<file path="src/tksp_pkg.sv">
// ----------------------------------------------------------------------------
// Timed key script player package
// Shared types, command and event codes for the script player.
// ----------------------------------------------------------------------------
package tksp_pkg;

    // Default number of script slots.
    localparam int DEFAULT_SCRIPT_DEPTH = 256;

    // Command codes carried on an input beat.
    localparam logic [1:0] CMD_TICK     = 2'd0;
    localparam logic [1:0] CMD_ACTIVATE = 2'd1;
    localparam logic [1:0] CMD_WRITE    = 2'd2;

    // Event codes carried on an output beat.
    localparam logic [1:0] EVT_NONE     = 2'd0;
    localparam logic [1:0] EVT_HELD     = 2'd1;
    localparam logic [1:0] EVT_RELEASED = 2'd2;

    // One script entry as it is stored.
    typedef struct packed {
        logic [7:0]  row;
        logic [7:0]  col;
        logic [15:0] hold;
        logic [15:0] gap;
    } entry_t;

    // One result beat.
    typedef struct packed {
        logic [1:0] event_kind;
        logic [7:0] key_row;
        logic [7:0] key_col;
        logic       playing;
    } result_t;

    // Pipeline control handed from the top level to the sequencer.
    typedef struct packed {
        logic accept;   // an input beat is taken this cycle
        logic advance;  // the item in the execute stage completes this cycle
    } seq_ctl_t;

endpackage

</file>
<file path="src/tksp_sequencer.sv">
// ----------------------------------------------------------------------------
// Playback sequencer
// Execute stage: holds the playback state and turns one item plus the
// script entry read for it into one result.
// ----------------------------------------------------------------------------
module tksp_sequencer #(
    parameter int SCRIPT_DEPTH = tksp_pkg::DEFAULT_SCRIPT_DEPTH,
    parameter int AW           = $clog2(SCRIPT_DEPTH),
    parameter int PW           = $clog2(SCRIPT_DEPTH + 1)
) (
    input  logic               clk,
    input  logic               rst_n,
    input  tksp_pkg::seq_ctl_t ctl,
    input  logic [1:0]         cmd,
    input  logic [31:0]        now_ms,
    input  logic               post_clear,
    input  tksp_pkg::entry_t   rd_data,
    output logic [AW-1:0]      rd_addr,
    output tksp_pkg::result_t  result
);
    import tksp_pkg::*;

    // Item held in the execute stage.
    logic [1:0]  s1_cmd_reg;
    logic [31:0] s1_now_reg;
    logic        s1_post_clear_reg;

    // Playback state.
    logic          playing_reg,  playing_next;
    logic          holding_reg,  holding_next;
    logic [PW-1:0] pos_reg,      pos_next;
    logic [31:0]   start_reg,    start_next;
    logic [15:0]   hold_lim_reg, hold_lim_next;
    logic [15:0]   gap_lim_reg,  gap_lim_next;

    logic [31:0]   elapsed;
    logic [PW-1:0] pos_fwd;
    logic          tick_live;

    assign elapsed   = s1_now_reg - start_reg;
    assign tick_live = (s1_cmd_reg == CMD_TICK) && !s1_post_clear_reg && playing_reg;

    always_comb
    begin
        playing_next  = playing_reg;
        holding_next  = holding_reg;
        pos_next      = pos_reg;
        start_next    = start_reg;
        hold_lim_next = hold_lim_reg;
        gap_lim_next  = gap_lim_reg;
        result        = '0;
        case (s1_cmd_reg)
            CMD_TICK:
            begin
                if (tick_live)
                begin
                    if (hold_lim_reg == 16'd0)
                    begin
                        // Fetch the entry at the current position.
                        if (pos_reg >= PW'(SCRIPT_DEPTH))
                        begin
                            pos_next     = '0;
                            playing_next = 1'b0;
                        end
                        else
                        begin
                            hold_lim_next = rd_data.hold;
                            gap_lim_next  = rd_data.gap;
                            if (rd_data.hold == 16'd0)
                            begin
                                pos_next     = '0;
                                playing_next = 1'b0;
                            end
                            else
                            begin
                                holding_next = 1'b1;
                                start_next   = s1_now_reg;
                            end
                        end
                    end
                    else if (holding_reg && (elapsed > 32'(hold_lim_reg)))
                    begin
                        holding_next      = 1'b0;
                        start_next        = s1_now_reg;
                        result.event_kind = EVT_RELEASED;
                        result.key_row    = rd_data.row;
                        result.key_col    = rd_data.col;
                    end
                    else if (holding_reg)
                    begin
                        result.event_kind = EVT_HELD;
                        result.key_row    = rd_data.row;
                        result.key_col    = rd_data.col;
                    end
                    else if (elapsed > 32'(gap_lim_reg))
                    begin
                        pos_next      = pos_reg + PW'(1);
                        hold_lim_next = 16'd0;
                    end
                end
            end
            CMD_ACTIVATE:
            begin
                playing_next = 1'b1;
            end
            default:
            begin
            end
        endcase
        result.playing = playing_next;
    end

    // The read for the next item uses the position this item leaves behind.
    // A position past the end reads slot zero, whose data then goes unused.
    assign pos_fwd = ctl.advance ? pos_next : pos_reg;
    assign rd_addr = (pos_fwd >= PW'(SCRIPT_DEPTH)) ? '0 : pos_fwd[AW-1:0];

    always_ff @(posedge clk)
    begin
        if (ctl.accept)
        begin
            s1_cmd_reg        <= cmd;
            s1_now_reg        <= now_ms;
            s1_post_clear_reg <= post_clear;
        end
    end

    always_ff @(posedge clk or negedge rst_n)
    begin
        if (!rst_n)
        begin
            playing_reg  <= 1'b0;
            holding_reg  <= 1'b0;
            pos_reg      <= '0;
            start_reg    <= '0;
            hold_lim_reg <= '0;
            gap_lim_reg  <= '0;
        end
        else if (ctl.advance)
        begin
            playing_reg  <= playing_next;
            holding_reg  <= holding_next;
            pos_reg      <= pos_next;
            start_reg    <= start_next;
            hold_lim_reg <= hold_lim_next;
            gap_lim_reg  <= gap_lim_next;
        end
    end

endmodule
</file>
<file path="config.mk">
export PLATFORM = sky130hd
export DESIGN_NAME = tksp_sequencer
export DESIGN_NICKNAME = d
export VERILOG_FILES = /design/src/tksp_pkg.sv /design/src/tksp_sequencer.sv
export SDC_FILE = /design/constraint.sdc
export NUM_CORES = 1
export LEC_CHECK = 0
export BUFFER_PORTS_ARGS = -buffer_cell sky130_fd_sc_hd__buf_2
export CORE_MARGIN = 2
export CORE_UTILIZATION = 42
export CTS_CLUSTER_DIAMETER = 120
export DETAILED_ROUTE_END_ITERATION = 10
export SLEW_MARGIN = 20
export SYNTH_ARGS = -nofsm -noshare
export SYNTH_HDL_FRONTEND = slang
export SYNTH_SLANG_ARGS = --single-unit
</file>
<file path="constraint.sdc">
create_clock -name clk -period 6 [get_ports clk]
set_input_delay 0.6 -clock clk [delete_from_list [all_inputs] [get_ports clk]]
set_output_delay 0.6 -clock clk [all_outputs]
set_load 0.005 [all_outputs]
</file>
==> impl_metrics.env, run 1 <==
export IMPL_status="complete, no violations"
export IMPL_synth_cell_types=75
export IMPL_die_h_um=137
export IMPL_hold_path_class="input pin to async pin"
export IMPL_grt_max_degree=76
export IMPL_rows=48
export IMPL_worstReg2RegStart="s1_now_reg[0]"
export IMPL_setup_viol=0
export IMPL_clock_skew_ns=0.00670
export IMPL_cts_sinks=110
export IMPL_synth_fp_nets=926
export IMPL_ys_ff_latch=110
export IMPL_required_ns=5.40
export IMPL_yosysTopAreaCell="dfrtp_1"
export IMPL_ys_warnings_count=0
export IMPL_fin_crit_ns=5.61
export IMPL_cts_tree="yes"
export IMPL_ctsHtreeMaxLevel=3
export IMPL_slew_headroom=0.399
export IMPL_dp_hpwl_mm=14.3
export IMPL_r2r_setup_slack_ns=1.29
export IMPL_synthTopCellsByArea="dfrtp_1 25%, edfxtp_1 14%, ha_1 11%"
export IMPL_seq_area_frac_synth=0.393
export IMPL_clkTransAtPathRegs_ns=0.07
export IMPL_dr_pass1_iters=5
export IMPL_start_util=0.431
export IMPL_drc_errors=0
export IMPL_utilization=0.495
export IMPL_synth_edf_count=35
export IMPL_synth_top_flop_cell="dfrtp_1"
export IMPL_finalMaxSlewViolations=0
export IMPL_grt_usage=0.203
export IMPL_wirelength_mm=18.3
export IMPL_antenna_found_initial=0
export IMPL_worstPathArrival_ns=5.01
export IMPL_crit_fanout=8
export IMPL_dp_cells=1089
export IMPL_via_per_inst=5.48
export IMPL_detail_route_antenna_nets=0
export IMPL_diodes=0
export IMPL_leakage_nw=3.89
export IMPL_crit_path_start="s1_now_reg[0]"
export IMPL_p_per_area_mw_per_mm2=563
export IMPL_routedWlPerCell_um=16.5
export IMPL_grt_overflow=0
export IMPL_dieArea_mm2=0.0188
export IMPL_design_area_mm2=0.00856
export IMPL_gp_congestion=0.909
export IMPL_finalNetCount=1030
export IMPL_endpoint_kind="output pin"
export IMPL_grt_pass1_vias=5834
export IMPL_syn_avg_cell_area_um2=9.64
export IMPL_grt_pass1_wl_mm=29.8
export IMPL_r2r_end="start_reg[15]"
export IMPL_drive_above_1_share=0.207
export IMPL_root_buffer="clkbuf_16"
export IMPL_layout_cells_non_filler=1107
export IMPL_holdWs_ns=0.263
export IMPL_die_w_um=137
export IMPL_cp_endpoint="rd_addr[0]"
export IMPL_critical_path_class="register to output pin"
export IMPL_grt_setup_unrepaired="false"
export IMPL_nFillCells=1632
export IMPL_port_buffers=113
export IMPL_clock_path_buffers=2
export IMPL_core_area_mm2=0.0173
export IMPL_max_slew_worst_pin_slew_ns=0.897
export IMPL_synthMostInstantiatedCell="dfrtp_1"
export IMPL_clk_latency_ns=0.36
export IMPL_reg2reg_depth=18
export IMPL_fmax_mhz=178
export IMPL_setup_tns_ns=0
export IMPL_synthDominantCellAreaShare=0.252
export IMPL_place_area_mm2=0.00822
export IMPL_io_pins=114
export IMPL_drt_iter0_drc=453
export IMPL_numCtsBuffers=9
export IMPL_drv_cap=0
export IMPL_max_vdd_ir_drop_uv=273
export IMPL_postSynth_asyncResetShare=0.682
export IMPL_area_delta_synth_final_pct=14.8
export IMPL_vias=6065
export IMPL_fin_crit_sh=0.936
export IMPL_critPathLaunchType="register"
export IMPL_syn_inst=773
export IMPL_ys_top_cells_by_count="75 x dfrtp_1, 73 x inv_1, 65 x ha_1"
export IMPL_hold_viol=0
export IMPL_syn_area_mm2=0.00745
where the power goes:
group,leakage [nW],switching [mW],internal [mW]
clock network,0.140,0.283,0.325
registers,1.24,0.150,1.01
logic,2.51,1.76,1.28
total,3.89,2.20,2.62
repair_timing:
item / 4_1_cts / 5_1_grt
endpoints found under the setup margin: 8 / 8
hold buffers: 0 / 0
setup buffers: 1 / 1
pin swaps: 1 / 1
gates resized for setup: 1 / 4
gates cloned: 0 / 0
layout make-up:
class	instances	area, um2	share of cell area
multi-input combinational	564	4150	0.485
clock buffer	9	225	0.0263
timing repair buffer	118	622	0.0727
tap	225	282	0.0329
sequential	110	2930	0.342
inverter	74	278	0.0325
clock inverter	7	71.3	0.00833
routing by layer:
metal,vias up,GRT usage,share of wire
met3,20,0.0320,0.049
li1,3034,-,-
met2,147,0.324,0.46
met4,0,0.0464,0.013
met1,2864,0.289,0.48
met5,-,0,0
worst min path at each step:
| stage | start | end | slack, ns | cells after the start |
|---|---|---|---|---|
| finish | rst_n | gap_lim_reg[5] | 0.26 | 1 |
| detailed placement | start_reg[4] | start_reg[4] | 0.49 | 1 |
| CTS | now_ms[21] | s1_now_reg[21] | 0.39 | 1 |
| global route | rst_n | gap_lim_reg[15] | 0.33 | 1 |
| global placement | start_reg[2] | start_reg[2] | 0.49 | 1 |
| floorplan | rst_n | gap_lim_reg[0] | 0.30 | 0 |
kinds of logic (layout without fill, tap and decap cells):
kind of cell	Yosys count	count (layout)	share of synthesized area
and+or+nand+nor	229	229	0.160
buffers and inverters	99	208	0.0544
DFF	110	110	0.393
adders and majority gates	66	66	0.112
AOI/OAI and AO/OA	212	212	0.188
xor gates and xnor gates	21	21	0.0247
muxes	36	36	0.0686
cell usage in the layout (no fill, tap or decap), drive strengths merged, types with 3 or more instances in the layout:
cell type  synthesis  final
nand2b             9      9
nor2b              4      4
o311ai             6      6
o211ai             9      9
nand4             19     19
nand3             16     16
edfxtp            35     35
xor2               9      9
clkbuf            15      9
a31oi              9      9
o31ai              3      3
mux2              34     34
nor3              13     13
and2              24     24
a22o              16     16
or3                3      3
nor2              36     36
and3               7      7
a21o              18     18
nand2             64     64
dfrtp             75     75
inv               74     76
a21oi             59     59
nor4              14     14
a21boi             4      4
a211oi             7      7
o21ai             50     50
and4               5      5
xnor2             12     12
nor3b              3      3
o21a               8      8
ha                65     65
buf               10    118
nor4b              3      3
worst max-delay path, cell delays in order (launching register included):
cell and delay, ns:
edfxtp_1 0.36, inv_1 0.05, ha_1 0.22, fa_1 0.40, nand2b_1 0.19, a21oi_2 0.21
nor2_1 0.11, or4_1 0.52, nand3_1 0.13, xor2_2 0.16, ha_1 0.26, and4_1 0.24
o2111ai_1 0.10, o21ai_0 0.10, o21ai_1 0.19, o211ai_1 0.14, nor4b_2 0.22, nand4_1 0.11
buf_4 0.19, nand2_2 0.13, o211a_1 0.21, inv_2 0.09, a211oi_1 0.17, buf_2 0.15
per-stage QoR:
stage / setup slack (ns) / total power [mW]
finish: 0.385 / 4.82
global route: 0.00119 / 5.30
CTS: 0.0620 / 4.82
detailed placement: 0.268 / 4.19
global placement: 0.510 / 4.17
floorplan: 1.12 / 3.43
(Power assumes the default switching activity.)
==> run 2: changes to the inputs <==
--- a/config.mk
+++ b/config.mk
@@ -7,9 +7,10 @@
 export LEC_CHECK = 0
 export BUFFER_PORTS_ARGS = -buffer_cell sky130_fd_sc_hd__buf_2
 export CORE_MARGIN = 2
-export CORE_UTILIZATION = 42
+export CORE_UTILIZATION = 58
 export CTS_CLUSTER_DIAMETER = 120
 export DETAILED_ROUTE_END_ITERATION = 10
+export PLACE_DENSITY = 0.81
 export SLEW_MARGIN = 20
 export SYNTH_ARGS = -nofsm -noshare
 export SYNTH_HDL_FRONTEND = slang
==> impl_metrics.env, run 2 (synthesis results as in run 1) <==
export IMPL_status="complete, no violations"
export IMPL_cts_tree="yes"
export IMPL_via_per_inst=5.84
export IMPL_grt_pass1_wl_mm=28.7
export IMPL_clock_skew_ns=0.0129
export IMPL_setup_ws_ns=0.263
export IMPL_slew_headroom=0.364
export IMPL_worstPathArrival_ns=5.14
export IMPL_dp_slack_ns=0.358
export IMPL_diodes=0
export IMPL_clkTransAtPathRegs_ns=0.06
export IMPL_drc_errors=0
export IMPL_max_slew_worst_pin_slew_ns=0.954
export IMPL_hold_path_class="input pin to async pin"
export IMPL_cts_sinks=110
export IMPL_area_delta_synth_final_pct=13.9
export IMPL_antenna_found_initial=0
export IMPL_drive_above_1_share=0.204
export IMPL_combPwrFrac=0.640
export IMPL_port_buffers=113
export IMPL_die_w_um=117
export IMPL_setup_viol=0
export IMPL_r2r_setup_slack_ns=1.29
export IMPL_design_area_mm2=0.00849
export IMPL_wirelength_mm=17.3
export IMPL_vias=6161
export IMPL_rows=41
export IMPL_place_area_mm2=0.00816
export IMPL_clk_latency_ns=0.36
export IMPL_grt_usage=0.255
export IMPL_p_sw_mw=2.19
export IMPL_drt_iter0_drc=402
export IMPL_crit_fanout=8
export IMPL_gp_congestion=0.968
export IMPL_critical_path_class="register to output pin"
export IMPL_dp_hpwl_mm=13.0
export IMPL_finalNetCount=1031
export IMPL_grt_setup_unrepaired="false"
export IMPL_numCtsBuffers=9
export IMPL_clkPwrFrac=0.118
export IMPL_p_seq_frac=0.242
export IMPL_start_util=0.593
export IMPL_dieArea_mm2=0.0138
export IMPL_finalMaxSlewViolations=0
export IMPL_ctsHtreeMaxLevel=3
export IMPL_fmax_mhz=174
export IMPL_p_per_area_mw_per_mm2=567
export IMPL_endpoint_kind="output pin"
export IMPL_grt_max_degree=76
export IMPL_grt_overflow=0
export IMPL_detail_route_antenna_nets=0
export IMPL_io_pins=114
export IMPL_max_vdd_ir_drop_uv=317
export IMPL_leakage_nw=3.89
export IMPL_core_area_mm2=0.0126
export IMPL_final_cell_mix="112 x buf_2, 75 x dfrtp_1, 73 x inv_1, 65 x ha_1, 63 x nand2_1"
export IMPL_die_h_um=117
export IMPL_grt_pass1_vias=5945
export IMPL_hold_viol=0
export IMPL_routedWlPerCell_um=16.4
export IMPL_fin_crit_ns=5.74
export IMPL_critPathLaunchType="register"
export IMPL_regArea_mm2=0.00293
export IMPL_required_ns=5.40
export IMPL_holdWs_ns=0.402
export IMPL_utilization=0.675
export IMPL_internal_power_mw=2.62
export IMPL_clock_path_buffers=2
export IMPL_drv_cap=0
export IMPL_setup_tns_ns=0
export IMPL_root_buffer="clkbuf_16"
export IMPL_hold_buffers=0
export IMPL_multi_input_area_mm2=0.00416
export IMPL_fin_crit_sh=0.956
export IMPL_nFillCells=983
export IMPL_dr_pass1_iters=5
export IMPL_p_sw_frac=0.455
export IMPL_final_common_cell="buf_2"
-- run 2: cell types whose count changed in the layout (fill, tap and decap cells not counted), moves of 2 or more --
cell        before  now
buf_4            4    6
clkbuf_8         0    3
clkinvlp_4       2    0
clkbuf_1         0    4
inv_6            2    0
-- run 2: worst max-delay path: stages, from the launching register on --
cell	delay, ns
edfxtp_1	0.34
inv_1	0.04
ha_1	0.21
fa_1	0.40
nand2b_1	0.19
a21oi_2	0.19
nor2_1	0.10
or4_1	0.51
nand3_1	0.13
xor2_2	0.17
ha_1	0.26
and4_1	0.24
o2111ai_1	0.09
o21ai_0	0.10
o21ai_1	0.25
o211ai_1	0.13
nor4b_1	0.28
nand4_1	0.23
buf_4	0.21
a31o_2	0.22
o211a_1	0.14
inv_2	0.14
a21oi_1	0.05
buf_2	0.15
-- run 2: final timing paths --
check	from	to	depth (start not counted)
worst max-delay path	s1_now_reg[0]	rd_addr[4]	23
worst min-delay path	rst_n	gap_lim_reg[6]	1
worst max register to register	s1_now_reg[0]	hold_lim_reg[0]	21
worst min register to register	start_reg[2]	start_reg[2]	1
max in group asynchronous	rst_n	start_reg[22]	1
min in group clk	now_ms[29]	s1_now_reg[29]	1
-- run 2: layout make-up --
cell class,instances,share of cell area
Sequential cell,110,0.345
Timing Repair Buffer,119,0.0737
Multi-Input combinational cell,564,0.490
Tap cell,172,0.0254
Inverter,74,0.0327
Clock buffer,16,0.0332
-- run 2: layer usage --
layer	track usage	up-vias	share of wire
met3	0.0623	34	0.059
li1	-	3041	-
met5	0	-	0
met2	0.409	202	0.46
met1	0.348	2884	0.46
met4	0.0648	0	0.020
-- run 2: what timing repair did --
action,CTS,global route
pin swaps,0,3
endpoints found under the hold margin,0,0
endpoints found under the setup margin,4,8
buffers inserted,0,3
gates resized for setup,1,4
-- run 2: metrics by stage --
stage,std cells,power [mW]
global placement,1036,4.10
detailed placement,1036,4.15
global route,1055,5.22
CTS,1052,4.76
finish,1055,4.81
floorplan,773,3.43
-- run 2: power by group through the flow --
| stage | logic, mW | clock network, mW | registers [mW] |
|---|---|---|---|
| 2_1_floorplan | 2.30 | 0 | 1.13 |
| 3_3_place_gp | 2.93 | 0 | 1.17 |
| 3_5_place_dp | 2.97 | 0 | 1.17 |
| 4_1_cts | 3.02 | 0.581 | 1.16 |
| 5_1_grt | 3.42 | 0.608 | 1.19 |
| 6_report | 3.08 | 0.569 | 1.16 |
==> run 3: changes to the inputs <==
--- a/config.mk
+++ b/config.mk
@@ -5,13 +5,13 @@
 export SDC_FILE = /design/constraint.sdc
 export NUM_CORES = 1
 export LEC_CHECK = 0
+export ABC_AREA = 1
 export BUFFER_PORTS_ARGS = -buffer_cell sky130_fd_sc_hd__buf_2
 export CORE_MARGIN = 2
-export CORE_UTILIZATION = 58
+export CORE_UTILIZATION = 59
 export CTS_CLUSTER_DIAMETER = 120
 export DETAILED_ROUTE_END_ITERATION = 10
-export PLACE_DENSITY = 0.81
-export SLEW_MARGIN = 20
+export PLACE_DENSITY = 0.82
 export SYNTH_ARGS = -nofsm -noshare
 export SYNTH_HDL_FRONTEND = slang
 export SYNTH_SLANG_ARGS = --single-unit
==> impl_metrics.env, run 3 <==
export IMPL_syn_area_mm2=0.00792
export IMPL_finalMaxSlewViolations=0
export IMPL_root_buffer="clkbuf_16"
export IMPL_diodes=0
export IMPL_dr_pass1_iters=5
export IMPL_die_w_um=120
export IMPL_post_cts_buffers=0
export IMPL_synth_edf_count=35
export IMPL_final_cell_mix="374 x nand2_1, 233 x inv_1, 113 x buf_2, 102 x nor2_1, 75 x dfrtp_1"
export IMPL_grt_busiest_layer="met2"
export IMPL_yosysTopAreaCell="dfrtp_1"
export IMPL_via_per_inst=5.06
export IMPL_gp_congestion=0.938
export IMPL_ys_top_cells_by_count="374 x nand2_1, 233 x inv_1, 103 x nor2_1"
export IMPL_io_pins=114
export IMPL_setup_viol=0
export IMPL_ys_ff_latch=110
export IMPL_vias=7223
export IMPL_power_mw=3.45
export IMPL_critical_path_class="register to output pin"
export IMPL_slew_headroom=0.346
export IMPL_start_util=0.600
export IMPL_synthMostInstantiatedCell="nand2_1"
export IMPL_drv_cap=0
export IMPL_syn_inst=1137
export IMPL_detail_route_antenna_nets=0
export IMPL_finalNetCount=1400
export IMPL_die_h_um=120
export IMPL_crit_fanout=15
export IMPL_hold_viol=0
export IMPL_core_area_mm2=0.0132
export IMPL_cts_sinks=110
export IMPL_postSynth_asyncResetShare=0.682
export IMPL_seq_area_frac_synth=0.370
export IMPL_synthDominantCellAreaShare=0.237
export IMPL_max_vdd_ir_drop_uv=254
export IMPL_numCtsBuffers=9
export IMPL_max_slew_worst_pin_slew_ns=0.982
export IMPL_synth_cell_types=41
export IMPL_clkTransAtPathRegs_ns=0.07
export IMPL_worstPathArrival_ns=4.07
export IMPL_area_delta_synth_final_pct=11.9
export IMPL_grt_max_degree=76
export IMPL_clock_path_buffers=2
export IMPL_grt_overflow=0
export IMPL_rows=42
export IMPL_drive_above_1_share=0.129
export IMPL_leakage_nw=5.15
export IMPL_wirelength_mm=18.8
export IMPL_utilization=0.672
export IMPL_routedWlPerCell_um=13.1
export IMPL_clock_skew_ns=0.00685
export IMPL_grt_setup_unrepaired="false"
export IMPL_grt_use_met2=0.429
export IMPL_grt_pass1_wl_mm=31.2
export IMPL_hold_path_class="input pin to register"
export IMPL_use_met3=0.0480
export IMPL_port_buffers=113
export IMPL_use_met1=0.395
export IMPL_setup_tns_ns=0
export IMPL_ys_warnings_count=0
export IMPL_grt_pass1_vias=6717
export IMPL_cts_tree="yes"
export IMPL_fin_crit_ns=4.67
export IMPL_fmax_mhz=214
export IMPL_clk_latency_ns=0.36
export IMPL_syn_avg_cell_area_um2=6.97
export IMPL_critPathLaunchType="register"
export IMPL_status="complete, no violations"
export IMPL_antenna_found_initial=0
export IMPL_nFillCells=1166
export IMPL_dieArea_mm2=0.0144
export IMPL_synthTopCellsByArea="dfrtp_1 24%, nand2_1 18%, edfxtp_1 13%"
export IMPL_ctsHtreeMaxLevel=3
export IMPL_synth_top_flop_cell="dfrtp_1"
export IMPL_hold_buffers=0
export IMPL_drc_errors=0
export IMPL_synth_fp_nets=1290
export IMPL_holdWs_ns=0.410
export IMPL_grt_usage=0.274
export IMPL_dp_hpwl_mm=14.8
export IMPL_cts_resized=0
export IMPL_endpoint_kind="output pin"
export IMPL_required_ns=5.40
export IMPL_fin_crit_sh=0.779
export IMPL_final_common_cell="nand2_1"
export IMPL_p_per_area_mw_per_mm2=390
export IMPL_drt_iter0_drc=491
-- run 3: changes by cell type after synthesis, sizes merged, moves of 21 or more --
cell   delta
and2     -23
inv     +162
mux2     -34
nand2   +318
nand3    +36
nor2     +77
o21ai    -21
-- run 3: logic make-up after synthesis --
logic type                 share of synthesized area
xor gates and xnor gates                      0.0166
AOI/OAI and AO/OA                             0.0659
DFF                                            0.370
adders and majority gates                      0.105
buffers and inverters                          0.130
and+or+nand+nor                                0.313
-- run 3: routing by layer --
layer	vias up	part of all wire
li1	3738	-
met1	3209	0.48
met2	257	0.44
met3	19	0.069
met4	0	0.013
met5	-	0
-- run 3: final cells by class --
type	count	area [um2]	share of cell area
clock buffers	10	229	0.0258
clock inverters	6	37.5	0.00424
inverters	238	893	0.101
multi-input cells	772	3970	0.448
flip-flops and latches	110	2930	0.330
well taps	176	220	0.0248
repair buffers	116	588	0.0664
-- run 3: worst paths after layout --
check	startpoint	endpoint	slack [ns]	cells past startpoint
worst max register to register	s1_now_reg[5]	start_reg[27]	2.11	21
max in group asynchronous	rst_n	start_reg[23]	4.88	2
worst max-delay path	start_reg[0]	rd_addr[4]	1.33	21
worst min-delay path	now_ms[26]	s1_now_reg[26]	0.41	1
worst min register to register	hold_lim_reg[2]	hold_lim_reg[2]	0.47	2
min in group asynchronous	rst_n	pos_reg[7]	0.46	2
-- run 3: critical path, stage by stage, from the launching register on --
cell     delay, ns
dfrtp_1       0.39
ha_1          0.21
fa_1          0.40
inv_1         0.11
nand3_1       0.07
nand3_1       0.13
nand3_1       0.12
nand3_2       0.14
xor2_1        0.32
ha_1          0.30
nand4_1       0.12
a31oi_1       0.06
nor4_1        0.20
nand2_1       0.08
nand2_1       0.07
nand3_2       0.28
nand3_1       0.17
nand2_1       0.06
nand3_1       0.10
inv_2         0.09
a21oi_1       0.15
buf_2         0.13
-- run 3: per-stage QoR --
step	area [um2]	instances	worst slack (ns)
2_1_floorplan	7920	1137	2.48
3_3_place_gp	8600	1412	1.83
3_5_place_dp	8600	1412	1.78
4_1_cts	8860	1428	1.38
5_1_grt	8860	1428	0.942
6_report	8860	1428	1.33
-- run 3: where the power goes --
group          switching [mW]  internal (mW)  total, mW
registers              0.0795          0.939       1.02
logic                    1.22          0.666       1.89
clock network           0.271          0.280      0.551
total                    1.57           1.89       3.45
